File: config.mk
export PLATFORM = sky130hd
export DESIGN_NAME = modular_exponentiation_core
export DESIGN_NICKNAME = d
export VERILOG_FILES = /design/src/design/mexp_pkg.sv /design/src/design/modular_exponentiation_core.sv
export VERILOG_INCLUDE_DIRS = /design/src /design/src/design
export SDC_FILE = /design/constraint.sdc
export NUM_CORES = 2
export LEC_CHECK = 0
export BUFFER_PORTS_ARGS = -buffer_cell sky130_fd_sc_hd__buf_2
export CAP_MARGIN = 5
export CORE_MARGIN = 10
export CORE_UTILIZATION = 50
export DETAILED_ROUTE_END_ITERATION = 7
export HOLD_SLACK_MARGIN = 0.12
export PLACE_DENSITY = 0.73
export SYNTH_ARGS = -nofsm -noshare
export SYNTH_HDL_FRONTEND = slang
export SYNTH_SLANG_ARGS = --single-unit
File: constraint.sdc
create_clock -name clk_i -period 20 [get_ports clk_i]
set_clock_uncertainty 0.05 [all_clocks]
set_input_delay 0 -clock clk_i [delete_from_list [all_inputs] [get_ports clk_i]]
set_output_delay 0 -clock clk_i [all_outputs]
set_load 0.01 [all_outputs]
File: src/design/modular_exponentiation_core_defines.svh
// Assertion macros for the modular exponentiation core.
// Expects clk_i and rst_ni in the scope of use; no other dependencies.
`ifndef MODULAR_EXPONENTIATION_CORE_DEFINES_SVH
`define MODULAR_EXPONENTIATION_CORE_DEFINES_SVH

// same-cycle implication
`define MEXP_ASSERT_NOW(lbl, ante, cons) \
  lbl: assert property (@(posedge clk_i) disable iff (!rst_ni) (ante) |-> (cons)) \
    else $error("mexp: same-cycle check failed");

// next-cycle implication
`define MEXP_ASSERT_NEXT(lbl, ante, cons) \
  lbl: assert property (@(posedge clk_i) disable iff (!rst_ni) (ante) |=> (cons)) \
    else $error("mexp: next-cycle check failed");

`endif

File: src/design/mexp_pkg.sv
// Shared constants and the modular adder for the modular exponentiation core.
// No dependencies.
package mexp_pkg;

  localparam int unsigned DataWidth = 64;
  localparam int unsigned ModWidth  = 63;
  localparam int unsigned InWidth   = 128;
  localparam int unsigned OutWidth  = 64;

  localparam logic [ModWidth-1:0] ModReset = 63'd1000000007;

  localparam logic CmdPow = 1'b0;
  localparam logic CmdInv = 1'b1;

  // (a + b) mod m for a, b < m
  function automatic logic [ModWidth-1:0] add_mod(input logic [ModWidth-1:0] a,
                                                  input logic [ModWidth-1:0] b,
                                                  input logic [ModWidth-1:0] m);
    logic [ModWidth:0] s;
    begin
      s = {1'b0, a} + {1'b0, b};
      if (s >= {1'b0, m}) begin
        s = s - {1'b0, m};
      end
      add_mod = s[ModWidth-1:0];
    end
  endfunction

endpackage

File: src/design/modular_exponentiation_core.sv
// Modular exponentiation core: operand reduction and square-and-multiply.
// Depends on mexp_pkg and modular_exponentiation_core_defines.svh.
//
//   port group   dir  contents
//   s_axis_*     in   operand, exponent (tdata), command (tuser)
//   m_axis_*     out  residue (tdata)
//   cfg_*        in   modulus write
//
// One word at a time: ready only while idle. Reduction is a restoring
// remainder over the 64 operand bits; then each exponent bit goes through a
// check, a multiply on set bits and a squaring, and a product takes one
// shift-add step per multiplier bit up to its top set bit, plus a final step. A
// finished word sits in the output register while the next word is taken, and
// a stalled output holds the core in its final state. Reset: modulus 1000000007.
`include "modular_exponentiation_core_defines.svh"

module modular_exponentiation_core (
  input  logic                             clk_i,
  input  logic                             rst_ni,
  input  logic                             s_axis_tvalid,
  output logic                             s_axis_tready,
  // [63:0] operand_value, [126:64] power_exponent, [127] zero
  input  logic [mexp_pkg::InWidth-1:0]     s_axis_tdata,
  // [0] command
  input  logic [0:0]                       s_axis_tuser,
  output logic                             m_axis_tvalid,
  input  logic                             m_axis_tready,
  // [62:0] residue_out, [63] zero
  output logic [mexp_pkg::OutWidth-1:0]    m_axis_tdata,
  input  logic                             cfg_we_i,
  input  logic [mexp_pkg::ModWidth-1:0]    cfg_wdata_i
);

  localparam int unsigned MW = mexp_pkg::ModWidth;
  localparam int unsigned DW = mexp_pkg::DataWidth;

  localparam logic [2:0] StIdle = 3'd0;
  localparam logic [2:0] StRed  = 3'd1;
  localparam logic [2:0] StFix  = 3'd2;
  localparam logic [2:0] StChk  = 3'd3;
  localparam logic [2:0] StMul  = 3'd4;
  localparam logic [2:0] StSqr  = 3'd5;
  localparam logic [2:0] StFin  = 3'd6;

  logic [2:0]    state_q, state_d;
  logic [MW-1:0] mod_q;
  logic [5:0]    cnt_q, cnt_d;
  logic [DW-1:0] dvd_q, dvd_d;
  logic [MW-1:0] rem_q, rem_d;
  logic          neg_q, neg_d;
  logic [MW-1:0] base_q, base_d;
  logic [MW-1:0] res_q, res_d;
  logic [MW-1:0] exp_q, exp_d;
  logic [MW-1:0] acc_q, acc_d;
  logic [MW-1:0] ma_q, ma_d;
  logic [MW-1:0] mb_q, mb_d;
  logic [MW-1:0] out_q, out_d;
  logic          ovld_q, ovld_d;

  logic          in_acc;
  logic [DW-1:0] op_in;
  logic [MW-1:0] exp_in;
  logic [DW-1:0] rem_sh;
  logic [DW-1:0] rem_sub;
  logic [MW-1:0] acc_add;
  logic [MW-1:0] ma_dbl;

  assign s_axis_tready = (state_q == StIdle);
  assign in_acc        = s_axis_tvalid && s_axis_tready;
  assign op_in         = s_axis_tdata[DW-1:0];
  assign exp_in        = s_axis_tdata[DW+MW-1:DW];

  // shared datapath: one restoring-remainder step, one shift-add multiply step
  assign rem_sh  = {rem_q, dvd_q[DW-1]};
  assign rem_sub = (rem_sh >= {1'b0, mod_q}) ? rem_sh - {1'b0, mod_q} : rem_sh;
  assign acc_add = mexp_pkg::add_mod(acc_q, ma_q, mod_q);
  assign ma_dbl  = mexp_pkg::add_mod(ma_q, ma_q, mod_q);

  always_comb begin
    state_d = state_q;
    cnt_d   = cnt_q;
    dvd_d   = dvd_q;
    rem_d   = rem_q;
    neg_d   = neg_q;
    base_d  = base_q;
    res_d   = res_q;
    exp_d   = exp_q;
    acc_d   = acc_q;
    ma_d    = ma_q;
    mb_d    = mb_q;
    out_d   = out_q;
    ovld_d  = ovld_q;

    if (ovld_q && m_axis_tready) begin
      ovld_d = 1'b0;
    end

    case (state_q)
      StIdle: begin
        if (in_acc) begin
          neg_d = op_in[DW-1];
          dvd_d = op_in[DW-1] ? (~op_in + {{(DW-1){1'b0}}, 1'b1}) : op_in;
          rem_d = '0;
          cnt_d = '1;
          exp_d = (s_axis_tuser[0] == mexp_pkg::CmdInv)
                  ? mod_q - {{(MW-2){1'b0}}, 2'd2} : exp_in;
          if (mod_q < {{(MW-2){1'b0}}, 2'd2}) begin
            res_d   = '0;
            state_d = StFin;
          end else begin
            res_d   = {{(MW-1){1'b0}}, 1'b1};
            state_d = StRed;
          end
        end
      end
      StRed: begin
        rem_d = rem_sub[MW-1:0];
        dvd_d = {dvd_q[DW-2:0], 1'b0};
        cnt_d = cnt_q - 6'd1;
        if (cnt_q == '0) begin
          state_d = StFix;
        end
      end
      StFix: begin
        // negative operand maps upward unless it divides evenly
        base_d  = (neg_q && (rem_q != '0)) ? mod_q - rem_q : rem_q;
        state_d = StChk;
      end
      StChk: begin
        acc_d = '0;
        mb_d  = base_q;
        if (exp_q == '0) begin
          state_d = StFin;
        end else if (exp_q[0]) begin
          ma_d    = res_q;
          state_d = StMul;
        end else begin
          ma_d    = base_q;
          state_d = StSqr;
        end
      end
      StMul: begin
        if (mb_q == '0) begin
          res_d   = acc_q;
          acc_d   = '0;
          ma_d    = base_q;
          mb_d    = base_q;
          state_d = StSqr;
        end else begin
          acc_d = mb_q[0] ? acc_add : acc_q;
          ma_d  = ma_dbl;
          mb_d  = {1'b0, mb_q[MW-1:1]};
        end
      end
      StSqr: begin
        if (mb_q == '0) begin
          base_d  = acc_q;
          exp_d   = {1'b0, exp_q[MW-1:1]};
          state_d = StChk;
        end else begin
          acc_d = mb_q[0] ? acc_add : acc_q;
          ma_d  = ma_dbl;
          mb_d  = {1'b0, mb_q[MW-1:1]};
        end
      end
      StFin: begin
        if (!ovld_q || m_axis_tready) begin
          out_d   = res_q;
          ovld_d  = 1'b1;
          state_d = StIdle;
        end
      end
      default: begin
        state_d = StIdle;
      end
    endcase
  end

  always_ff @(posedge clk_i or negedge rst_ni) begin
    if (!rst_ni) begin
      state_q <= StIdle;
      ovld_q  <= 1'b0;
      mod_q   <= mexp_pkg::ModReset;
    end else begin
      state_q <= state_d;
      ovld_q  <= ovld_d;
      if (cfg_we_i) begin
        mod_q <= cfg_wdata_i;
      end
    end
  end

  always_ff @(posedge clk_i) begin
    cnt_q  <= cnt_d;
    dvd_q  <= dvd_d;
    rem_q  <= rem_d;
    neg_q  <= neg_d;
    base_q <= base_d;
    res_q  <= res_d;
    exp_q  <= exp_d;
    acc_q  <= acc_d;
    ma_q   <= ma_d;
    mb_q   <= mb_d;
    out_q  <= out_d;
  end

  assign m_axis_tvalid = ovld_q;
  assign m_axis_tdata  = {1'b0, out_q};

  `MEXP_ASSERT_NEXT(a_busy_after_accept, in_acc, !s_axis_tready)
  `MEXP_ASSERT_NOW(a_out_in_range, m_axis_tvalid, (out_q < mod_q) || (out_q == '0))
  `MEXP_ASSERT_NOW(a_rem_in_range, state_q == StRed, rem_q < mod_q)
  `MEXP_ASSERT_NOW(a_mul_in_range, (state_q == StMul) || (state_q == StSqr),
                   (acc_q < mod_q) && (ma_q < mod_q))

endmodule
# [After elaboration in Yosys (flattened, before gate mapping)]
# Cells that the tools add are included.
[word_totals] wordCells=109 reg_bits=642 input_bits=197
[classes] n_addsub=9 eq_ne=13 order_cmp=4 bitwise_logic=1 n_reduce_logical=24 n_mux=44
[ops] cell="2-to-1 mux 63 bit" count=19
[ops] cell="one-hot mux 63 bit (3 select lines)" count=3
[ops] cell="one-hot mux 63 bit (2 select lines)" count=4
[ops] cell="subtractor 63 bit" count=4
[ops] cell="greater-or-equal comparator 64 x 63 -> 1 bit" count=3
[ops] cell="adder 63 x 63 -> 64 bit" count=2
[ops] cell="2-to-1 mux 64 bit" count=2
[ops] cell="one-hot mux 64 bit (2 select lines)" count=1
[ops] cell="logical NOT 63 bit" count=2
[ops] cell="adder 64 x 1 -> 64 bit, second input constant" count=1
[ops] cell="NOT 64 bit" count=1
[ops] cell="< comparator 63 x 2 -> 1 bit, second input constant" count=1
[ops] cell="nonzero test 63 bit" count=1
[ops] cell="subtractor 63 x 2 -> 63 bit, second input constant" count=1
[ops] cell="one-hot mux 3 bit (7 select lines)" count=1
[ops] cell="2-to-1 mux 3 bit" count=6
[ops] cell="!= test 2 bit, second input constant" count=6
[ops] cell="one-hot mux 6 bit (2 select lines)" count=1
[ops] cell="AND reduction 2 bit" count=5
[ops] cell="== test 3 bit, second input constant" count=3
[ops] cell="AND reduction 3 bit" count=3
[ops] cell="nonzero test 2 bit" count=4
[ops] cell="== test 3 x 2 -> 1 bit, second input constant" count=2
[ops] cell="logical NOT 6 bit" count=1
[ops] cell="other kinds (12)" count=18

# [Logic depth before layout (Yosys ltp)]
[logic_depth] ltp_word=6 mapped_depth=26 ltp_nobuf=23

# [Worst setup path before layout]
# No wires, ideal clock.
[synth_path] kind="register to register" startpoint="register mb_q[0]" endpoint="register res_q[0] (enable)" setup_slack_ps=12814 arrival_time_ps=6565 period_less_slack_ps=7186 t_required_ps=19379 path_stages_with_launch=11 n_path_buf=4 setup_ps=571 path_cell_list="edfxtp_1 clkbuf_1 nor4_1 nand4_1 or4_1 clkbuf_1 inv_1 nand2_1 clkbuf_1 clkbuf_1 o21ai_0"
[synth_via] elab_chain_len=3
[synth_rtl] item="start, declared" line_no="modular_exponentiation_core.sv:56" text="logic [MW-1:0] mb_q, mb_d;"
[synth_rtl] item="start signal, assigned" line_no="modular_exponentiation_core.sv:203" text="mb_q <= mb_d;"
[synth_rtl] item="logical NOT 63 bit" line_no="modular_exponentiation_core.sv:143" text="if (mb_q == '0) begin"
[synth_rtl] item="!= test 2 bit (no source line)"
[synth_rtl] item="AND reduction 3 bit (no source line)"
[synth_rtl] item="end signal, assigned" line_no="modular_exponentiation_core.sv:199" text="res_q <= res_d;"
[synth_rtl] item="end, declared" line_no="modular_exponentiation_core.sv:52" text="logic [MW-1:0] res_q, res_d;"
# Every way passes these cells.
# A chain may end at the register's enable or synchronous reset.

# [Final worst setup path]
[layout_path] startpoint="register acc_q[0]" endpoint="register acc_q[21], data pin"
[layout_via] elab_chain_len=6
[layout_rtl] item="start, declared" line_no="modular_exponentiation_core.sv:54" text="logic [MW-1:0] acc_q, acc_d;"
[layout_rtl] item="start signal, assigned" line_no="modular_exponentiation_core.sv:201" text="acc_q <= acc_d;"
[layout_rtl] item="adder 63 x 63 -> 64 bit (*)" line_no="mexp_pkg.sv:21" text="s = {1'b0, a} + {1'b0, b};"
[layout_rtl] item="subtractor 63 bit or greater-or-equal comparator 64 x 63 -> 1 bit (tied branches)" line_no="mexp_pkg.sv:23, mexp_pkg.sv:22"
[layout_rtl] item="2-to-1 mux 63 bit (*)" line_no="mexp_pkg.sv:22" text="if (s >= {1'b0, m}) begin"
[layout_rtl] item="2-to-1 mux 63 bit (*)" line_no="modular_exponentiation_core.sv:150, modular_exponentiation_core.sv:161"
[layout_rtl] item="2-to-1 mux 63 bit (on tied branches)" line_no="modular_exponentiation_core.sv:156, modular_exponentiation_core.sv:143"
[layout_rtl] item="one-hot mux 63 bit (3 select lines) (*)" line_no="modular_exponentiation_core.sv:98" text="case (state_q)"
[layout_rtl] item="named net acc_d[21]" line_no="modular_exponentiation_core.sv:54"
# Mark *: on every way through the listed nets, which the timed path passes. The rest lies on a longest branch. The select of a mux whose other input is x is not followed.

==> flow_summary.ini <==
[clock_network]
cts_buffers = 75
clock_sinks = 642
clkSlewWorstSetupHoldPaths_ps = 60
clkLatencyLatePin_ps = 660
htreeDepth = 3
cts_tree = done
cts-root-buf = clkbuf_16
clk_path_buf_depth = 3

[grt]
grt_max_degree = 108
busiest_layer = met2
grt_pass1_wl_mm = 286
met1_usage_pct = 44.3
grt.overflow.total = 0
use_met2_pct = 47.9
grt.total_usage_pct = 31.9
use_met3_pct = 6.22
antenna_found_initial = 12
grt_pass1_vias = 46577

[synthesis]
synth_cells = 5943
ys_ff_latch = 642
yosys_warnings = 0
async_reset_ff_share_pct = 10.4
synth_area_um2 = 50800
syn_nets = 6463
synth_cell_types = 117
yosysSeqAreaShare_pct = 37.4
ys.flop_type = edfxtp_1
synth_edf_count = 575
syn_avg_cell_area_um2 = 8.54

[route]
drc_errors = 0
via_per_inst = 6.38
ant_nets = 0
drt_iter0_markers = 5897
wire_per_inst_um = 24.7
dr_total_vias = 49506
first_pass_iters = 6
finalWirelength_mm = 192

[timing]
setup_tns_ps = 0
maxSlewViolCount = 0
hold_viol_final = 0
worst_pin_slew_ps = 1280
clock.fmax_mhz = 134
rsz0062_at_grt = no
setup_viol = 0
min_period_over_period_pct = 37.4
relSlewSlack_pct = 13.9
fin_ws_ps = 12530
period_minus_slack_ps = 7470

[place]
place_ws_ps = 12590
dpl.hpwl_mm = 140
place_area_um2 = 52900
port_buffers = 260
gp_congestion = 0.958

[critical_path]
cp-start-kind = flip-flop
worstPathRequired_ps = 20290
path_depth = 22
arrival_ps = 7770
critPathMaxFanout = 54
rrSetupSlack_ps = 12530
reg2reg_depth = 22
slowest_stage = nand2_4
max_stage_delay_ps = 680
crit_buf_inv = 0
cp_top_family = compound AO/OA/AOI/OAI gates
end_kind = flip-flop
crit_type = flip-flop to flip-flop
crit_chain = ha_1 > fa_1 > a211oi_1 > o21ai_2 > a41oi_4 > o21ai_0 > a21oi_1 > a21oi_1 > a31oi_1 > xnor2_1 > ha_1 > nand2_1 > nor2_1 > nand4_1 > nor3_1 > o211ai_1 > and3b_1 > and2_4 > o311a_4 > nand2_4 > mux2i_1 > a211oi_1

[layout]
fin_area_um2 = 58800
drive_gt1_share_pct = 8.28
num-nets-final = 6855
area_delta_synth_final_pct = 15.9
fillers = 8800

[floorplan]
die-area_um2 = 115000
ios = 263
coreArea_um2 = 100000
rows = 116
start_util_pct = 50.6
die-height_um = 339
die_width_um = 339

[flow_run]
drv_cap = 0

[outcome]
status = finished, final reports clean

[worst_hold_path]
min_path_cells = 4
hp-class = input pin to flip-flop
[placed cells by master, fill, tap and decap left out, types with 61 or more instances in the layout]
master         instances
a21o_1               203
nand2_1              885
buf_2                257
nor2_1               347
a21oi_1              582
nor3_1               113
o21ai_0              582
and3_1               107
xor2_1               163
dlygate4sd3_1        345
clkbuf_16             77
edfxtp_1             575
o21bai_1              61
nand3_1              117
nand4_1               97
mux2i_1               66
a211oi_1              81
ha_1                 318
xnor2_1              200
nor4_1                74
inv_1                232
[metrics by stage]
step | std cells | hold WS (ps) | util [%]
after floorplan | 5943 | -346 | -
after global placement | 7270 | -156 | 52.7
after detailed placement | 7270 | -149 | 52.7
after CTS | 7749 | 125 | 58.5
after global routing | 7755 | 185 | 58.6
final | 7759 | 193 | 58.6
[state kept, by name, summed over array words and instances (netlist names)]
signal	flops
acc_q	63
base_q	63
cnt_q	6
dvd_q	64
exp_q	63
m_axis_tvalid	1
ma_q	63
mb_q	63
mod_q	63
neg_q	1
out_q	63
rem_q	63
res_q	63
state_q	3
[cell usage after synthesis, types with 11 or more instances]
| library cell | count | area, um2 |
|---|---|---|
| a211o_1 | 14 | 123 |
| a211oi_1 | 81 | 608 |
| a21boi_0 | 15 | 113 |
| a21o_1 | 203 | 1520 |
| a21oi_1 | 583 | 2920 |
| a22oi_1 | 22 | 165 |
| a311oi_1 | 11 | 96.3 |
| a31oi_1 | 55 | 344 |
| and2_1 | 20 | 125 |
| and3_1 | 107 | 669 |
| and4_1 | 19 | 166 |
| buf_1 | 18 | 67.6 |
| buf_2 | 44 | 220 |
| clkbuf_1 | 263 | 987 |
| dfrtp_1 | 51 | 1280 |
| dfstp_2 | 16 | 420 |
| edfxtp_1 | 575 | 17300 |
| ha_1 | 318 | 3980 |
| inv_1 | 232 | 871 |
| mux2i_1 | 66 | 661 |
| nand2_1 | 888 | 3330 |
| nand2b_1 | 35 | 219 |
| nand3_1 | 117 | 586 |
| nand4_1 | 97 | 607 |
| nor2_1 | 349 | 1310 |
| nor2b_1 | 45 | 282 |
| nor3_1 | 113 | 566 |
| nor4_1 | 75 | 469 |
| o211ai_1 | 33 | 248 |
| o21a_1 | 50 | 375 |
| o21ai_0 | 585 | 2930 |
| o21ai_1 | 18 | 90.1 |
| o21bai_1 | 61 | 458 |
| o221ai_1 | 19 | 166 |
| o22ai_1 | 29 | 181 |
| o311ai_0 | 12 | 105 |
| o31a_1 | 11 | 96.3 |
| o31ai_1 | 56 | 420 |
| o41ai_1 | 15 | 131 |
| or2_2 | 20 | 125 |
| or3_1 | 39 | 244 |
| or4_1 | 18 | 135 |
| xnor2_1 | 200 | 1750 |
| xor2_1 | 163 | 1430 |
[worst min-delay path, stage by stage]
cell and delay (ps):
dlygate4sd3_1 530, buf_2 110, nand2_1 110, o21ai_0 100
[path summary, 6_finish.rpt]
kind,from,endpoint
worst max-delay path,acc_q[0],acc_q[21]
worst min-delay path,cfg_wdata_i[47],mod_q[47]
worst max register to register,acc_q[0],acc_q[21]
worst min register to register,res_q[58],out_q[58]
max in group asynchronous,rst_ni,mod_q[50]
min in group asynchronous,rst_ni,mod_q[47]
[logic make-up (layout without fill, tap and decap cells)]
family                   count (synthesis)  in the layout  share of synthesized area, %
flip-flops                             642            642                          37.4
XOR/XNOR                               363            363                          6.26
other                                    1             11                       0.00739
multiplexers                            69             69                          1.37
AO/OA/AOI/OAI                         1986           1986                          24.2
AND/OR/NAND/NOR                       1990           1990                          18.3
buffers and inverters                  569           1018                          4.40
adder cells (fa/ha/maj)                323            323                          8.03
[layout make-up]
| type | instances | area (um2) | area share (%) |
|---|---|---|---|
| sequential | 642 | 19000 | 32.2 |
| antenna | 10 | 25.0 | 0.0425 |
| timing repair buffer | 651 | 5110 | 8.68 |
| inverter | 233 | 875 | 1.49 |
| clock buffer | 93 | 2020 | 3.43 |
| tap | 1357 | 1700 | 2.89 |
| clock inverter | 41 | 429 | 0.730 |
| multi-input combinational | 4732 | 29700 | 50.5 |
[per-layer routing]
layer	up-vias	wire length [um]
li1	22736	-
met1	23388	79800
met4	6	8890
met5	-	57
met2	2956	82100
met3	420	21200
[timing repair]
item | 4_1_cts | 5_1_grt
gates resized for setup | 0 | 0
endpoints found under the hold margin | 261 | 0
hold buffers | 345 | 0
buffers inserted | 0 | 0
Power is left out: the tool's default activity adds up to more than one toggle a clock period on the data nets, which glitch-free logic cannot reach.
